--- config.mk ---
export PLATFORM = sky130hd
export DESIGN_NAME = mcodp_eval
export DESIGN_NICKNAME = d
export VERILOG_FILES = /design/src/sv/mcodp_pkg.sv /design/src/sv/mcodp_eval.sv
export SDC_FILE = /design/constraint.sdc
export NUM_CORES = 1
export LEC_CHECK = 0
export ABC_AREA = 0
export BUFFER_PORTS_ARGS = -buffer_cell sky130_fd_sc_hd__buf_2
export CAP_MARGIN = 20
export CORE_MARGIN = 2
export CORE_UTILIZATION = 57
export DETAILED_ROUTE_END_ITERATION = 10
export PLACE_DENSITY_LB_ADDON = 0.3
export SYNTH_ARGS = -nofsm -noshare
export SYNTH_HDL_FRONTEND = slang
export SYNTH_SLANG_ARGS = --single-unit
--- constraint.sdc ---
create_clock -name aclk -period 6.31 [get_ports aclk]
set_clock_uncertainty 0.15 [all_clocks]
set_input_delay 1.262 -clock aclk [delete_from_list [all_inputs] [get_ports aclk]]
set_output_delay 1.262 -clock aclk [all_outputs]
set_load 0.01 [all_outputs]
--- src/sv/mcodp_pkg.sv ---
// shared widths, constants and the evaluator control type
// of the matrix chain order core; no dependencies
package mcodp_pkg;

    localparam int DIM_FIELD_W = 10;
    localparam int S_TDATA_W   = 16;
    localparam int IDX_FIELD_W = 4;
    localparam int COST_W      = 40;
    localparam int SPLIT_W     = 3;
    localparam int M_TDATA_W   = 56;
    localparam int M_PAD_W     = M_TDATA_W - 2 * IDX_FIELD_W - COST_W - SPLIT_W;

    localparam logic [COST_W-1:0] COST_MAX = {COST_W{1'b1}};

    // control from the sequencer to the evaluator
    typedef struct packed {
        logic                   init;    // dimension pair valid, start a new subchain
        logic                   valid;   // split candidate issued this cycle
        logic                   diag_a;  // left part is a single matrix
        logic                   diag_b;  // right part is a single matrix
        logic [IDX_FIELD_W-1:0] k;       // split candidate, or subchain start on init
    } eval_ctrl_t;

endpackage

--- src/sv/mcodp_eval.sv ---
// split evaluator: product of three dimensions, saturating cost sum and
// running minimum over the split candidates; uses mcodp_pkg
module mcodp_eval
    import mcodp_pkg::*;
#(
    parameter int SW = 10
) (
    input  logic                   aclk,
    input  logic                   aresetn,
    input  eval_ctrl_t             ctrl,
    input  logic [SW-1:0]          dim_a,      // d[i-1], valid on init
    input  logic [SW-1:0]          dim_b,      // d[j] on init, d[k] the cycle after issue
    input  logic [COST_W-1:0]      cost_a,     // cost of left part, the cycle after issue
    input  logic [COST_W-1:0]      cost_b,     // cost of right part, the cycle after issue
    output logic [COST_W-1:0]      best_cost,
    output logic [IDX_FIELD_W-1:0] best_split
);

    localparam int PW  = 3 * SW;
    localparam int PXW = (PW > COST_W) ? PW : COST_W;

    eval_ctrl_t c0_reg, c1_reg;

    logic [2*SW-1:0]        pij_reg;
    logic [PW-1:0]          prod_reg;
    logic [COST_W-1:0]      sum_reg;
    logic [COST_W-1:0]      best_reg, best_next;
    logic [IDX_FIELD_W-1:0] split_reg, split_next;

    logic [COST_W-1:0] ca, cb, prod_sat, q;
    logic [COST_W:0]   s1, s2;
    logic [PXW-1:0]    prod_x;

    // stage one: memory data of the issued candidate
    always_comb begin
        ca = c0_reg.diag_a ? '0 : cost_a;
        cb = c0_reg.diag_b ? '0 : cost_b;
        s1 = {1'b0, ca} + {1'b0, cb};
    end

    // stage two: full candidate cost and compare
    always_comb begin
        prod_x   = PXW'(prod_reg);
        prod_sat = (prod_x > PXW'(COST_MAX)) ? COST_MAX : prod_x[COST_W-1:0];
        s2       = {1'b0, sum_reg} + {1'b0, prod_sat};
        q        = s2[COST_W] ? COST_MAX : s2[COST_W-1:0];
        best_next  = best_reg;
        split_next = split_reg;
        if (ctrl.init) begin
            best_next  = COST_MAX;
            split_next = ctrl.k;
        end else if (c1_reg.valid && (q < best_reg)) begin
            best_next  = q;
            split_next = c1_reg.k;
        end
    end

    always_ff @(posedge aclk) begin
        if (!aresetn) begin
            c0_reg <= '0;
            c1_reg <= '0;
        end else begin
            c0_reg <= ctrl;
            c1_reg <= c0_reg;
        end
    end

    always_ff @(posedge aclk) begin
        if (ctrl.init) begin
            pij_reg <= dim_a * dim_b;
        end
        prod_reg  <= pij_reg * dim_b;
        sum_reg   <= s1[COST_W] ? COST_MAX : s1[COST_W-1:0];
        best_reg  <= best_next;
        split_reg <= split_next;
    end

    assign best_cost  = best_reg;
    assign best_split = split_reg;

endmodule

* Word level (Yosys, flattened, before mapping)
Cells that the tools add are included.
** Operators by class
- Add/sub/neg operators :: 2
- Multiply operators :: 2
- Order comparisons :: 1
- Multiplexer cells :: 5
- Reductions and logical operators :: 2
** Operators with widths (count)
- $mux W40 :: 3
- $add A40 B30 Y41 :: 1
- $add A40 B40 Y41 :: 1
- $lt A40 B40 Y1 :: 1
- $mul A20 B10 Y30 :: 1
- $mul A10 B10 Y20 :: 1
- $mux W4 :: 2
- $reduce_bool A2 Y1 :: 1
- $logic_and A1 B1 Y1 :: 1
** Word-level totals
- Flip-flop bits (word level) :: 146
- Output and inout port bits :: 44
- Word-level logic and storage cells :: 23

* Longest topological paths before layout
- Word-level depth :: 6
- Mapped depth :: 24
- Depth with buffers taken out :: 23

* Worst setup path after synthesis
OpenSTA, ideal clock, no wires.
- Path kind :: input port to flip-flop
- Start point :: input port dim_b[1]
- End point :: register prod_reg[28]
- Arrival :: 6391 ps
- Data required time :: 6088 ps
- Path slack :: -304 ps
- Cell stages on the path :: 21
- Path buffers :: 1
- Cells stage by stage :: clkbuf_1 nand2_1 fa_1 inv_1 fa_1 fa_1 fa_1 inv_1 fa_1 inv_1 ha_1 a21o_1 a21o_1 a21oi_1 nor4bb_1 nand2b_1 o21ai_0 o41ai_1 o21ai_0 a21oi_1 xnor2_1
** On the way
- Longest elaborated chain between the ends :: 1
** Ends and longest elaborated chain
- start, declared :: RTL line mcodp_eval.sv:12 : input logic [SW-1:0] dim_b,
- $mul A20 B10 Y30 :: RTL line mcodp_eval.sv:72 : prod_reg <= pij_reg * dim_b;
- end signal, assigned :: RTL line mcodp_eval.sv:72
- end, declared :: RTL line mcodp_eval.sv:25 : logic [PW-1:0] prod_reg;
Every way passes these cells.
A chain may end at the register's enable or synchronous reset.

* Worst setup path in the final report
- Start point :: input port dim_b[1]
- End point :: register prod_reg[29]
Same word-level chain as after synthesis.

==> results.md <==
* Vias at 15800
* Number of I/O pins at 154
* Core Area at 32600 sq um
* Sequential share of the synthesized area at 0.167
* Clk slew on worst S/H paths at 80 ps
* Clk sinks at 146
* Syn_nets at 2772
* Slowest-stage cell, CP: fa_1
* Hold Crit Depth at 1
* Initial antenna violation count at 0
* Distinct cells, synth at 79
* Gpl congestion at 0.917
* Layout cells sized above 1 at 0.135
* Die Span Y at 186 um
* Post-route cell area at 21300 sq um
* Vias in the first global route at 16300
* Slowest stage delay, CP at 550 ps
* Cell area after placement at 20600 sq um
* Worst Hold Class: reg2reg
* CTS tree: built
* CP Max Fanout at 7
* P&R area growth vs syn at 12.4%
* Reg-to-Reg Start: pij_reg[4]
* Max Fclk at 160 MHz
* Setup Crit Path Kind: in2reg
* Worst slew pin tran at 879 ps
* Met2 wire length at 22500 um
* Vias per cell at 5.54
* R2R depth at 20
* Starting Density at 0.581
* WL met3 at 2730 um
* Cts hold-fix bufs at 0
* Reg2Reg Setup Slack at 420 ps
* DR WL/cell at 16.4 um
* Top cells by area, synth: fa_1 22%, ha_1 15%, dfxtp_1 13%, nand2_1 5.9%, inv_1 5.9%
* Crit path capture type: flop
* Max Cap Violations at 0
* Port Buffer Count at 153
* Largest net degree at the start of global routing at 42
* Post-synth top flop: dfxtp_1
* Total negative slack at 0 ps
* Critical path buffers and inverters at 6
* EDFF count, synth at 24
* Num CTS Buffers at 17
* Final hold violation count at 0
* Commonest cells post-synth: 299 x nand2_1, 297 x inv_1, 229 x ha_1
* CP delay by family, top: adder cells
* Finish-stage setup viols at 0
* Slew headroom at 0.414
* Global-route wire length before repair at 78300 um
* Yosys top cell area share at 0.218
* Critical Path RT at 6480 ps
* Top Layer Used: met4
* All-Layer GR Usage at 0.273
* Cells after Synth at 2227
* Clk_lat worst skew at 440 ps
* Inserted Diodes at 0
* Die Wd at 186 um
* Worst Min Path Start: c0_reg[0]
* YS warnings at 0
* Async S/R FF share, synth at 0
* Ordered cell list for the critical path: buf_2, buf_4, nand2_1, fa_1, inv_1, fa_1, fa_1, fa_1, inv_1, fa_1, inv_1, ha_4, buf_4, nand2_1, nor3_1, o211ai_1, a211oi_1, o21ai_1, a21oi_2, nand4_1, nand4b_1, a21oi_1, xnor2_1
* RR Endpoint: prod_reg[29]
* CTS Root Cell: clkbuf_16
* Fin nets at 2939
* Pre-antenna DRT Iters at 5
* Syn Area/Cell at 8.51 sq um
* WP data arrival at 6430 ps
* # DRC at 0
* Crit path top cell by count: fa_1
* Setup crit start kind: primary input
* CTS max path bufs at 2
* Grt ovf at 0
* Minimum clock period after layout at 6260 ps
* Post-route ant nets at 0
* Tcrit/Tclk final at 0.992
* Status: finished, final reports clean
* Seq cells post-synth at 146
* Final Max Slew Viols at 0
* Post-Syn Area at 19000 sq um
* DIE AREA at 34700 sq um
* H-tree levels at 4
* Count leader, synth: nand2_1
* Drt first-iter violations at 1038
* Post-detail-place hpwl at 38200 um
* Area leader, netlist: fa_1
* Drt total wl at 46600 um
* FP Rows at 66
* Wl on met1 at 20300 um
* WHS Endpoint: c1_reg[0]
==> metrics by stage <==
stage,instances,utilization,hold WS (ps),setup WS [ps]
detailed placement,2815,0.631,272,-480
CTS,2847,0.649,297,10.9
global placement,2815,0.631,267,-253
floorplan,2227,-,262,-11.0
global route,2849,0.653,309,-98.7
finish,2849,0.653,291,49.8
==> cells by family (layout without fill, tap and decap cells) <==
logic type / count (synthesis) / count (layout) / synth area share
AO/OA/AOI/OAI: 384 / 384 / 0.135
XOR/XNOR: 99 / 99 / 0.0457
adder cells (fa/ha/maj): 435 / 435 / 0.369
buffers and inverters: 395 / 575 / 0.0805
flip-flops: 146 / 146 / 0.167
multiplexers: 8 / 8 / 0.00449
AND/OR/NAND/NOR: 760 / 760 / 0.199
==> cell usage in the layout, fill, tap and decap left out, types with 7 or more instances in the layout <==
cell | synthesis | layout
nand2_1 | 299 | 298
inv_1 | 297 | 297
ha_1 | 229 | 225
fa_1 | 206 | 204
and2_1 | 158 | 158
buf_2 | 10 | 150
dfxtp_1 | 122 | 120
a21oi_1 | 95 | 90
buf_4 | 4 | 90
nor2b_1 | 86 | 86
nor2_1 | 71 | 71
xnor2_1 | 59 | 59
a21o_1 | 55 | 55
o21ai_0 | 57 | 53
nand3_1 | 43 | 43
xor2_1 | 40 | 40
o21ai_1 | 35 | 38
edfxtp_1 | 24 | 24
nor3_1 | 23 | 22
nand4_1 | 19 | 19
and3_1 | 18 | 18
o21bai_1 | 18 | 18
clkbuf_16 | 0 | 17
nand2b_1 | 16 | 15
a211oi_1 | 13 | 13
o21a_1 | 12 | 12
o211ai_1 | 11 | 11
or3_1 | 9 | 9
o31ai_1 | 9 | 9
a31oi_1 | 10 | 9
a21boi_0 | 7 | 7
==> what timing repair did <==
item,CTS,global route
resized for setup,0,29
pin swaps,1,14
endpoints found under the setup margin,2,14
buffers inserted,0,2
==> worst max-delay path by stage <==
stage	start	endpoint	slack, ps	cells after the start
2_1_floorplan	dim_b[4]	prod_reg[28]	-10	20
3_3_place_gp	dim_b[6]	prod_reg[29]	-250	21
3_5_place_dp	dim_b[6]	prod_reg[28]	-480	20
4_1_cts	dim_b[6]	prod_reg[29]	10	21
5_1_grt	dim_b[1]	prod_reg[29]	-100	23
6_report	dim_b[1]	prod_reg[29]	50	23
==> metal layers <==
layer | up-vias | GRT usage
li1 | 7627 | -
met1 | 7589 | 0.358
met5 | - | 0
met2 | 485 | 0.474
met4 | 0 | 0.0778
met3 | 91 | 0.0374
==> layout make-up <==
| class | count | area, sq um |
|---|---|---|
| multi-input combinational | 1686 | 14400 |
| fill | 2716 | 11300 |
| sequential | 146 | 3170 |
| timing repair buffer | 244 | 1480 |
| inverter | 299 | 1120 |
| tap | 442 | 553 |
| clock buffer | 18 | 439 |
| clock inverter | 14 | 131 |
Power is left out: the tool's default activity adds up to more than one toggle a clock period on the data nets, which glitch-free logic cannot reach.
