### src/sv/mcodp_ram.sv
// simple dual read, single write synchronous memory with registered read data
// used for the dimension store and the cost table; depends on nothing
module mcodp_ram #(
    parameter int W     = 10,
    parameter int AW    = 4,
    parameter int DEPTH = 9
) (
    input  logic          aclk,
    input  logic          wr_en,
    input  logic [AW-1:0] wr_addr,
    input  logic [W-1:0]  wr_data,
    input  logic [AW-1:0] rd0_addr,
    input  logic [AW-1:0] rd1_addr,
    output logic [W-1:0]  rd0_data,
    output logic [W-1:0]  rd1_data
);

    logic [W-1:0] mem [DEPTH];

    always_ff @(posedge aclk) begin
        if (wr_en) begin
            mem[wr_addr] <= wr_data;
        end
        rd0_data <= mem[rd0_addr];
        rd1_data <= mem[rd1_addr];
    end

endmodule

### config.mk
export PLATFORM = sky130hd
export DESIGN_NAME = mcodp_ram
export DESIGN_NICKNAME = d
export VERILOG_FILES = /design/src/sv/mcodp_ram.sv
export SDC_FILE = /design/constraint.sdc
export NUM_CORES = 1
export LEC_CHECK = 0
export ABC_CLOCK_PERIOD_IN_PS = 4500
export BUFFER_PORTS_ARGS = -buffer_cell sky130_fd_sc_hd__buf_4
export CAP_MARGIN = 0
export CORE_MARGIN = 3
export CORE_UTILIZATION = 63
export CTS_CLUSTER_SIZE = 16
export DETAILED_ROUTE_END_ITERATION = 10
export HOLD_SLACK_MARGIN = 0.12
export MAX_ROUTING_LAYER = met4
export PLACE_DENSITY_LB_ADDON = 0.25
export SLEW_MARGIN = 40
export SYNTH_ARGS = -nofsm -noshare
export SYNTH_HDL_FRONTEND = slang
export SYNTH_SLANG_ARGS = --single-unit
### constraint.sdc
create_clock -name aclk -period 4.5 [get_ports aclk]
set_clock_uncertainty 0.15 [all_clocks]
set_input_delay 0.675 -clock aclk [delete_from_list [all_inputs] [get_ports aclk]]
set_output_delay 0.675 -clock aclk [all_outputs]
set_load 0.01 [all_outputs]
# == Word level (Yosys, flattened, before mapping) ==
# Memory sizes are Yosys's and may differ from the RTL's. A register that Yosys moved wholly into a read port is not among the register bits.
# Index checks and enable logic that the tools add are counted.
# word_totals
ff_bits,0
latch_bits,0
ram_bits,90
mem_bits_ro,0
in_bits,24
output_inout_bits,20
word_cells,3
mem_count,1
# classes
addsub,0
mul,0
div,0
order_cmp,0
eq_ne,0
shifts,0
n_mux,2
bitwise_logic,0
n_reduce_logical,0
# memory_table
memory,depth,width,read_ports,rd_ports_with_merged_regs,write_ports,line_no,source
mem,9,10,2,2,1,18,logic [W-1:0] mem [DEPTH];
# ops
cell,count
1-bit two-way mux,2

# == Depth between registers and ports, before layout ==
# Gate-level depths: netlist of the first run.
# logic_depth
word_depth,2
depth_mapped,5
mapped_depth_nobuf,3

# == Worst setup path after synthesis of the first run ==
# Ideal clock, no wire load.
# synth_timing
path_kind,input port to flip-flop
from,in wr_addr[2]
to,mem mem[0][0] (enable)
arrival_ns,1.920
required_ns,3.960
setup_slack_ns,2.040
path_stages,2
path_cell_list,or3b_2 -> nor3_1
# synth_rtl
item,line_no,source
"start, declared",10,"input logic [AW-1:0] wr_addr,"
"end, declared",18,
# No word-level cell before the write port.

# == Worst setup path after layout of the first run ==
# layout_timing
from,in wr_addr[2]
to,mem mem[1][3] (enable)
# No word-level cell before the write port.

==> results.toml, run 1 <==
[setup_path]
r2r_cells = 3
crit_chain = "buf_4 > or3b_2 > nor2_2"
end_kind = "register"
rrSetupSlack_ns = 3.20
cp-start-kind = "input port"
crit_path_start = "wr_addr[2]"
critical-path-max-stage-delay_ns = 0.54
cp_num_buf_inv = 1
timing.rr.end = "rd0_data[9]"
cp.required_ns = 4.35
slowest_stage = "or3b_2"
arrival_ns = 1.86
crit_fanout = 10
path_class = "in2reg"
path_delay_family = "simple AND/OR/NAND/NOR gates"
r2r-start = "mem[4][9]"

[hold_path]
hp-class = "reg2reg"
hold_end = "rd1_data[8]"
hold_path_depth = 2
hp-start = "mem[8][8]"

[cells_and_area]
stdcell_area_mm2 = 0.00537
multiInputGateArea_mm2 = 0.00162
regArea_mm2 = 0.00310
fillers = 495
layout-drive-gt1-share = 0.371
syn_to_final_growth_pct = 11.0
diodes = 0
num-nets-final = 375

[global_route]
overflow = 0
antenna_found_initial = 0
grt_pass1_wl_um = 16700
grt_max_degree = 41
grt_pass1_vias = 3084
grt_usage = 0.272

[placed_design]
globalplace.congestion = 0.827
dpl_cell_area_mm2 = 0.00519
portBuffers = 43
dpl.hpwl_um = 7070

[floorplan]
fp.dieH_um = 93.6
chipWidth_um = 93.6
rows = 31
io_pins = 44
start_util = 0.656
core_mm2 = 0.00737
die-area_mm2 = 0.00877

[routing]
drc = 0
routed_wl_um = 10900
wire_per_inst_um = 23.9
first_pass_iters = 5
drtIter0Drc = 300
drtAntennaViolNets = 0
via_per_inst = 6.50
num_vias = 2958

[timing]
fin_crit_sh = 0.447
clock.fmax_ghz = 0.497
relSlewSlack = 0.458
tightest_slew_ns = 0.806
slew_viol_final = 0
rsz0062_at_grt = "false"
fin_tns_setup_ns = 0
post-route-min-period_ns = 2.01
finalSetupViolations = 0
hold_viol = 0

[yosys]
syn_inst = 311
synth_warnings = 0
syn_area_mm2 = 0.00484
yosys-top-cells-area = "edfxtp_1 56%, mux2_2 9.3%, dfxtp_1 8.3%"
ys_seq_elements = 110
netlist_top_cells_count = "90 x edfxtp_1, 40 x mux2_2, 40 x mux2i_1"
ys.flop_type = "edfxtp_1"
syn_area_per_cell_um2 = 15.6
ys_types = 21
yosys.cell_count.top_type = "edfxtp_1"
synth.net_count = 335
synth_edf_count = 90
async_reset_ff_frac = 0
yosysSeqAreaShare = 0.641
synth_largest_area_cell = "edfxtp_1"
synth_top_area_frac = 0.559

[clock_tree]
htreeDepth = 3
cts_tree = "yes"
ctsRootBufferMaster = "clkbuf_8"
clk_latency_ns = 0.36
cts_sinks = 110
cts_made_buffers = 9
cts_hold_buf = 0
cts.clk_slew.worst_paths_ns = 0.10
cts_buffer_depth = 2
post_cts.repair.setup_buffers = 0
ctsResizeCount = 0

[flow_run]
cap_viol_max_count = 0

[outcome]
status = "finished clean"

[power]
vdd.ir_drop.worst_v = 0.000198
p_leak_nw = 1.93
power.density_mw_per_mm2 = 349
## sequential cells by signal, summed over array words and instances (netlist names)
register and count:
mem 90, rd0_data 10, rd1_data 10
## how the worst max path moves through the flow
stage | to | slack (ns) | depth (start not counted)
after floorplan | mem[0][0] | 2.04 | 2
after global placement | mem[2][5] | 1.92 | 3
after detailed placement | mem[0][0] | 1.87 | 4
after CTS | mem[0][0] | 2.25 | 4
after global routing | mem[0][0] | 2.43 | 4
final | mem[1][3] | 2.49 | 3
## worst register-to-register path, stage by stage, from the launching register on
cell,delay (ns)
edfxtp_1,0.44
mux2_2,0.28
o22ai_1,0.23
o31ai_2,0.08
## routing by layer
layer  routed length [um]  GRT usage
met1                 4470      0.358
met2                 5240      0.420
met3                  761     0.0539
met4                  379      0.113
met5                    0          -
## layout by cell type (no fill, tap or decap), types with 2 or more instances in the layout
master and count:
clkbuf_8 9, mux2_2 40, nand2b_1 4, o31ai_1 2
buf_4 47, nand2_1 24, nor3_2 2, a22o_1 20
nor2b_2 2, edfxtp_1 90, dfxtp_1 20, nor2_2 7
o22ai_1 20, clkinvlp_4 3, mux2i_1 40, o31ai_2 18
clkbuf_1 2
## where the power goes
part / internal [W] / switching, W
logic: 0.0000903 / 0.000112
clock network: 0.000202 / 0.000324
registers: 0.00113 / 0.0000127
## cell families after synthesis
kind of cell,count (synthesis),share of synthesized area
buffers and inverters,18,0.0316
DFF,110,0.641
muxes,80,0.176
and+or+nand+nor,43,0.0393
AOI/OAI and AO/OA,60,0.112
## metrics by stage
step	util	std cells	total power (W)	worst slack (ns)	hold slack (ns)
2_1_floorplan	-	311	0.00129	2.04	0.294
3_3_place_gp	0.701	439	0.00136	1.92	0.312
3_5_place_dp	0.704	439	0.00137	1.87	0.318
4_1_cts	0.727	455	0.00187	2.25	0.343
5_1_grt	0.728	455	0.00193	2.43	0.362
6_report	0.728	455	0.00187	2.49	0.344
## area by class of cell
class / instances / share of cell area
Clock inverter: 5 / 0.00676
Tap cell: 99 / 0.0231
Multi-Input combinational cell: 183 / 0.302
Clock buffer: 11 / 0.0245
Sequential cell: 110 / 0.578
Timing Repair Buffer: 47 / 0.0657
No activity file was read; power rests on OpenSTA's default activity.
==> inputs of run 2 (changes only) <==
--- a/config.mk
+++ b/config.mk
@@ -5,11 +5,11 @@
 export SDC_FILE = /design/constraint.sdc
 export NUM_CORES = 1
 export LEC_CHECK = 0
-export ABC_CLOCK_PERIOD_IN_PS = 4500
+export ABC_CLOCK_PERIOD_IN_PS = 1800
 export BUFFER_PORTS_ARGS = -buffer_cell sky130_fd_sc_hd__buf_4
 export CAP_MARGIN = 0
 export CORE_MARGIN = 3
-export CORE_UTILIZATION = 63
+export CORE_UTILIZATION = 53
 export CTS_CLUSTER_SIZE = 16
 export DETAILED_ROUTE_END_ITERATION = 10
 export HOLD_SLACK_MARGIN = 0.12
==> constraint.sdc (replaced) <==
create_clock -name aclk -period 1.8 [get_ports aclk]
set_clock_uncertainty 0.15 [all_clocks]
set_input_delay 0.27 -clock aclk [delete_from_list [all_inputs] [get_ports aclk]]
set_output_delay 0.27 -clock aclk [all_outputs]
set_load 0.01 [all_outputs]
==> run 2 against run 1 <==
Effect of this change:
- sequential power increased to 2.5 times the previous value
- first-iteration DRC count increased by 5.3%
- via count decreased by 2.8%
- flip-flop and latch count unchanged
- combinational power increased to 2.7 times the previous value
- total power increased to 2.5 times the previous value
- worst setup slack got worse by 2.0 ns
- cell count increased by 7.9%
- highest routed layer unchanged
==> results.toml, run 2 (same netlist as run 1, synthesis figures left out) <==
[global_route]
grt_usage = 0.225
grt_pass1_wl_um = 16400
grt_max_degree = 21
antenna_found_initial = 0
grt_pass1_vias = 2821
top_usage_layer = "met2"
gr-usage-met1 = 0.322
overflow = 0
met2_usage = 0.333
use_met3 = 0.0461

[power]
vdd.ir_drop.worst_v = 0.000405
power.density_mw_per_mm2 = 837
comb_power_share = 0.115
p_int_w = 0.00360
p_leak_nw = 2.08
p_seq_frac = 0.607
netSwitchingFraction = 0.236
clockPowerShare = 0.278
p_switching_w = 0.00111
power_w = 0.00471

[setup_path]
path_class = "in2reg"
end_kind = "register"
crit_fanout = 10
cp-start-kind = "input port"
cp.required_ns = 1.71
arrival_ns = 1.25

[routing]
drtAntennaViolNets = 0
drc = 0
drtIter0Drc = 316
routed_wl_um = 10800
wire_per_inst_um = 22.0
via_per_inst = 5.85
num_vias = 2874
first_pass_iters = 4

[placed_design]
dpl.hpwl_um = 7500
portBuffers = 43
dpl_cell_area_mm2 = 0.00535
globalplace.congestion = 0.781
dpl_worst_slack_ns = 0.0902

[timing]
slew_viol_final = 0
hold_viol = 0
fin_crit_sh = 0.745
finalSetupViolations = 0
finalWorstSetupSlack_ns = 0.459
fin_tns_setup_ns = 0
tightest_slew_ns = 0.790
rsz0062_at_grt = "false"
clock.fmax_ghz = 0.746
post-route-min-period_ns = 1.34
relSlewSlack = 0.472

[floorplan]
die-area_mm2 = 0.0103
rows = 34
fp.dieH_um = 102
start_util = 0.549
core_mm2 = 0.00881
io_pins = 44
chipWidth_um = 102

[cells_and_area]
diodes = 0
fillers = 663
regArea_mm2 = 0.00310
utilization = 0.639
num-nets-final = 402
syn_to_final_growth_pct = 16.3
layout-drive-gt1-share = 0.371
largest_reg_flops = 90
reg_top3 = "mem x90, rd0_data x10, rd1_data x10"
stdcell_area_mm2 = 0.00563
multiInputGateArea_mm2 = 0.00160
regMostFlops = "mem"
final_common_cell = "edfxtp_1"
layout_common_cells = "90 x edfxtp_1, 61 x buf_4, 40 x mux2i_1, 40 x mux2_2, 24 x nand2_1"

[clock_tree]
ctsRootBufferMaster = "clkbuf_8"
cts_buffer_depth = 2
ctsResizeCount = 0
htreeDepth = 3
cts_made_buffers = 9
clk_latency_ns = 0.36
cts_sinks = 110
cts.clk_slew.worst_paths_ns = 0.10
cts_tree = "yes"

[hold_path]
hp-class = "in2reg"

[outcome]
status = "finished clean"

[flow_run]
cap_viol_max_count = 0
==> run 2: power groups by stage <==
stage	sequential [W]	clock [W]	combinational [W]
2_1_floorplan	0.00293	0	0.000293
3_3_place_gp	0.00291	0	0.000519
3_5_place_dp	0.00292	0	0.000526
4_1_cts	0.00286	0.00133	0.000543
5_1_grt	0.00287	0.00144	0.000580
6_report	0.00286	0.00131	0.000544
==> run 2: what timing repair did <==
action,4_1_cts,5_1_grt
hold endpoints to repair,90,0
hold buffers,10,0
buffers inserted,0,0
==> run 2: routing by layer <==
metal	vias to the layer above	wire, um
li1	1362	-
met1	1409	5000
met2	94	5030
met3	9	647
met4	0	108
met5	-	0
==> run 2: layout make-up <==
type,instances,share of cell area
flip-flops and latches,110,0.552
clock inverters,5,0.00667
well taps,108,0.0240
multi-input cells,183,0.284
clock buffers,11,0.0234
repair buffers,74,0.110
==> run 2: critical path, cell delays in order <==
cell and delay, ns:
buf_4 0.12, or3b_2 0.51, nor2_1 0.13, buf_4 0.21
==> run 2: final timing paths <==
kind | start | to | slack, ns | cells past startpoint
max | wr_addr[2] | mem[2][9] | 0.46 | 4
min | rd0_addr[3] | rd0_data[2] | 0.16 | 3
max reg2reg | mem[7][8] | rd0_data[8] | 0.55 | 3
min reg2reg | mem[8][0] | rd0_data[0] | 0.34 | 2
==> run 2: stage by stage <==
stage               hold WS [ns]  cells
detailed placement         0.312    465
global route               0.163    491
CTS                        0.142    491
global placement           0.306    465
floorplan                  0.219    311
finish                     0.155    491
==> inputs of run 3 (changes only) <==
--- a/config.mk
+++ b/config.mk
@@ -5,11 +5,12 @@
 export SDC_FILE = /design/constraint.sdc
 export NUM_CORES = 1
 export LEC_CHECK = 0
-export ABC_CLOCK_PERIOD_IN_PS = 1800
+export ABC_AREA = 1
+export ABC_CLOCK_PERIOD_IN_PS = 1400
 export BUFFER_PORTS_ARGS = -buffer_cell sky130_fd_sc_hd__buf_4
 export CAP_MARGIN = 0
 export CORE_MARGIN = 3
-export CORE_UTILIZATION = 53
+export CORE_UTILIZATION = 59
 export CTS_CLUSTER_SIZE = 16
 export DETAILED_ROUTE_END_ITERATION = 10
 export HOLD_SLACK_MARGIN = 0.12
==> constraint.sdc (replaced) <==
create_clock -name aclk -period 1.4 [get_ports aclk]
set_clock_uncertainty 0.15 [all_clocks]
set_input_delay 0.21 -clock aclk [delete_from_list [all_inputs] [get_ports aclk]]
set_output_delay 0.21 -clock aclk [all_outputs]
set_load 0.01 [all_outputs]
==> run 3 against run 2 <==
Effect of this change:
- non-clock buffer count grew 10
- hold slack gained 0.049 ns
- routed wire length grew 33%
- synthesized cell count grew 89%
- critical path depth grew 1
- first-iteration DRC count grew 93%
- cell count grew 55%
- sequential power grew 28%
- sequential share of layout area shrank 4.2 points
- highest routed layer unchanged
==> results.toml, run 3 <==
[hold_path]
hp-start = "rd0_addr[1]"
hold_end = "rd0_data[8]"
hp-class = "in2reg"
hold_path_depth = 5

[floorplan]
fp.dieH_um = 99.8
die-area_mm2 = 0.00997
rows = 33
core_mm2 = 0.00838
io_pins = 44
start_util = 0.620
chipWidth_um = 99.8

[placed_design]
portBuffers = 43
globalplace.congestion = 0.974
dp.cells = 735
dpl_worst_slack_ns = 0.0392
dpl.hpwl_um = 9620

[power]
vdd.ir_drop.worst_v = 0.000733
power_w = 0.00658
p_leak_nw = 2.80
power.density_mw_per_mm2 = 1080

[yosys]
syn_inst = 588
synth_warnings = 0
synth_largest_area_cell = "edfxtp_1"
yosys-top-cells-area = "edfxtp_1 52%, nand2_1 15%, nand3_1 14%"
synth_top_area_frac = 0.520
netlist_top_cells_count = "204 x nand2_1, 143 x nand3_1, 90 x edfxtp_1"
synth.net_count = 612
ys_types = 12
ys_seq_elements = 110
syn_area_mm2 = 0.00519
ys.flop_type = "edfxtp_1"
syn_area_per_cell_um2 = 8.84
yosys.cell_count.top_type = "nand2_1"
async_reset_ff_frac = 0
yosysSeqAreaShare = 0.597
synth_edf_count = 90

[setup_path]
cp-start-kind = "input port"
arrival_ns = 1.44
path_class = "in2reg"
cp.required_ns = 1.53
slowest_stage = "dlygate4sd3_1"
cp_num_buf_inv = 3
end_kind = "register"
rrSetupSlack_ns = 0.15
critical-path-max-stage-delay_ns = 0.56
path_delay_family = "buffers and inverters"
r2r-start = "mem[5][9]"
r2r_cells = 6
cp.depth = 5
crit_fanout = 10
timing.rr.end = "rd1_data[9]"
crit_chain = "dlygate4sd3_1 > buf_4 > clkinvlp_4 > nand3_1 > nand2_1"

[global_route]
grt_pass1_vias = 4288
grt_usage = 0.311
grt_pass1_wl_um = 22300
grt_max_degree = 41
overflow = 0
antenna_found_initial = 0

[timing]
clock.fmax_ghz = 0.762
finalSetupViolations = 0
finalWorstSetupSlack_ns = 0.0879
tightest_slew_ns = 0.429
slew_viol_final = 0
relSlewSlack = 0.712
rsz0062_at_grt = "false"
hold_viol = 0
fin_tns_setup_ns = 0
fin_crit_sh = 0.937
post-route-min-period_ns = 1.31

[cells_and_area]
syn_to_final_growth_pct = 17.1
layout-drive-gt1-share = 0.138
finalNonFillerCells = 763
utilization = 0.726
final_common_cell = "nand2_1"
largest_reg_flops = 90
num-nets-final = 677
layout_common_cells = "204 x nand2_1, 143 x nand3_1, 90 x edfxtp_1"
diodes = 0
reg_top3 = "mem x90, rd0_data x10, rd1_data x10"
regMostFlops = "mem"

[outcome]
status = "finished clean"

[clock_tree]
cts_tree = "yes"
ctsRootBufferMaster = "clkbuf_8"
cts.clk_slew.worst_paths_ns = 0.12
cts_sinks = 110
clk_latency_ns = 0.38
htreeDepth = 3
cts_made_buffers = 9
cts_buffer_depth = 2

[routing]
drtAntennaViolNets = 0
drc = 0
first_pass_iters = 8
routed_wl_um = 14300
via_per_inst = 5.78
wire_per_inst_um = 18.7
drtIter0Drc = 609
num_vias = 4412

[flow_run]
cap_viol_max_count = 0
==> run 3: what timing repair did <==
item / CTS / global route
hold buffers: 12 / 0
setup buffers: 0 / 0
endpoints found under the setup margin: 0 / 6
endpoints found under the hold margin: 107 / 0
resized for setup: 0 / 1
==> run 3: worst max-delay path by stage <==
| stage | start | to |
|---|---|---|
| 2_1_floorplan | wr_addr[3] | mem[3][0] |
| 3_3_place_gp | wr_addr[3] | mem[1][3] |
| 3_5_place_dp | wr_addr[3] | mem[7][5] |
| 4_1_cts | rd1_addr[3] | rd1_data[9] |
| 5_1_grt | rd1_addr[3] | rd1_data[9] |
| 6_report | rd1_addr[3] | rd1_data[9] |
==> run 3: worst min-delay path: stages <==
cell,delay [ns]
buf_4,0.17
nand3_1,0.11
nand3_1,0.07
nand3_1,0.08
nand2_1,0.04
==> run 3: cell type report <==
type	instances	area (um2)
Timing Repair Buffer	84	761
Fill cell	627	2300
Clock inverter	7	97.6
Tap cell	105	131
Inverter	92	354
Sequential cell	110	3100
Multi-Input combinational cell	356	1520
Clock buffer	9	124
==> run 3: logic make-up (layout without fill, tap and decap cells) <==
kind of cell	count (synthesis)	in the layout	synth area share
buffers and inverters	122	192	0.111
flip-flops	110	110	0.597
AND/OR/NAND/NOR	356	356	0.292
==> run 3: routing by layer <==
metal	GRT usage	up-vias	part of all wire
li1	-	2018	-
met2	0.469	319	0.46
met1	0.398	2009	0.37
met5	-	-	0
met3	0.0695	66	0.12
met4	0.159	0	0.051
==> run 3: per-stage QoR <==
| step | hold WS (ns) | area (um2) |
|---|---|---|
| 6_report | 0.204 | 6090 |
| 2_1_floorplan | 0.159 | 5190 |
| 3_3_place_gp | 0.304 | 5740 |
| 5_1_grt | 0.222 | 6090 |
| 4_1_cts | 0.180 | 6080 |
| 3_5_place_dp | 0.313 | 5740 |
==> run 3: power by group <==
part	internal, W	switching, W	total, W
clock	0.000887	0.00120	0.00209
combinational	0.000328	0.000496	0.000823
sequential	0.00363	0.0000350	0.00367
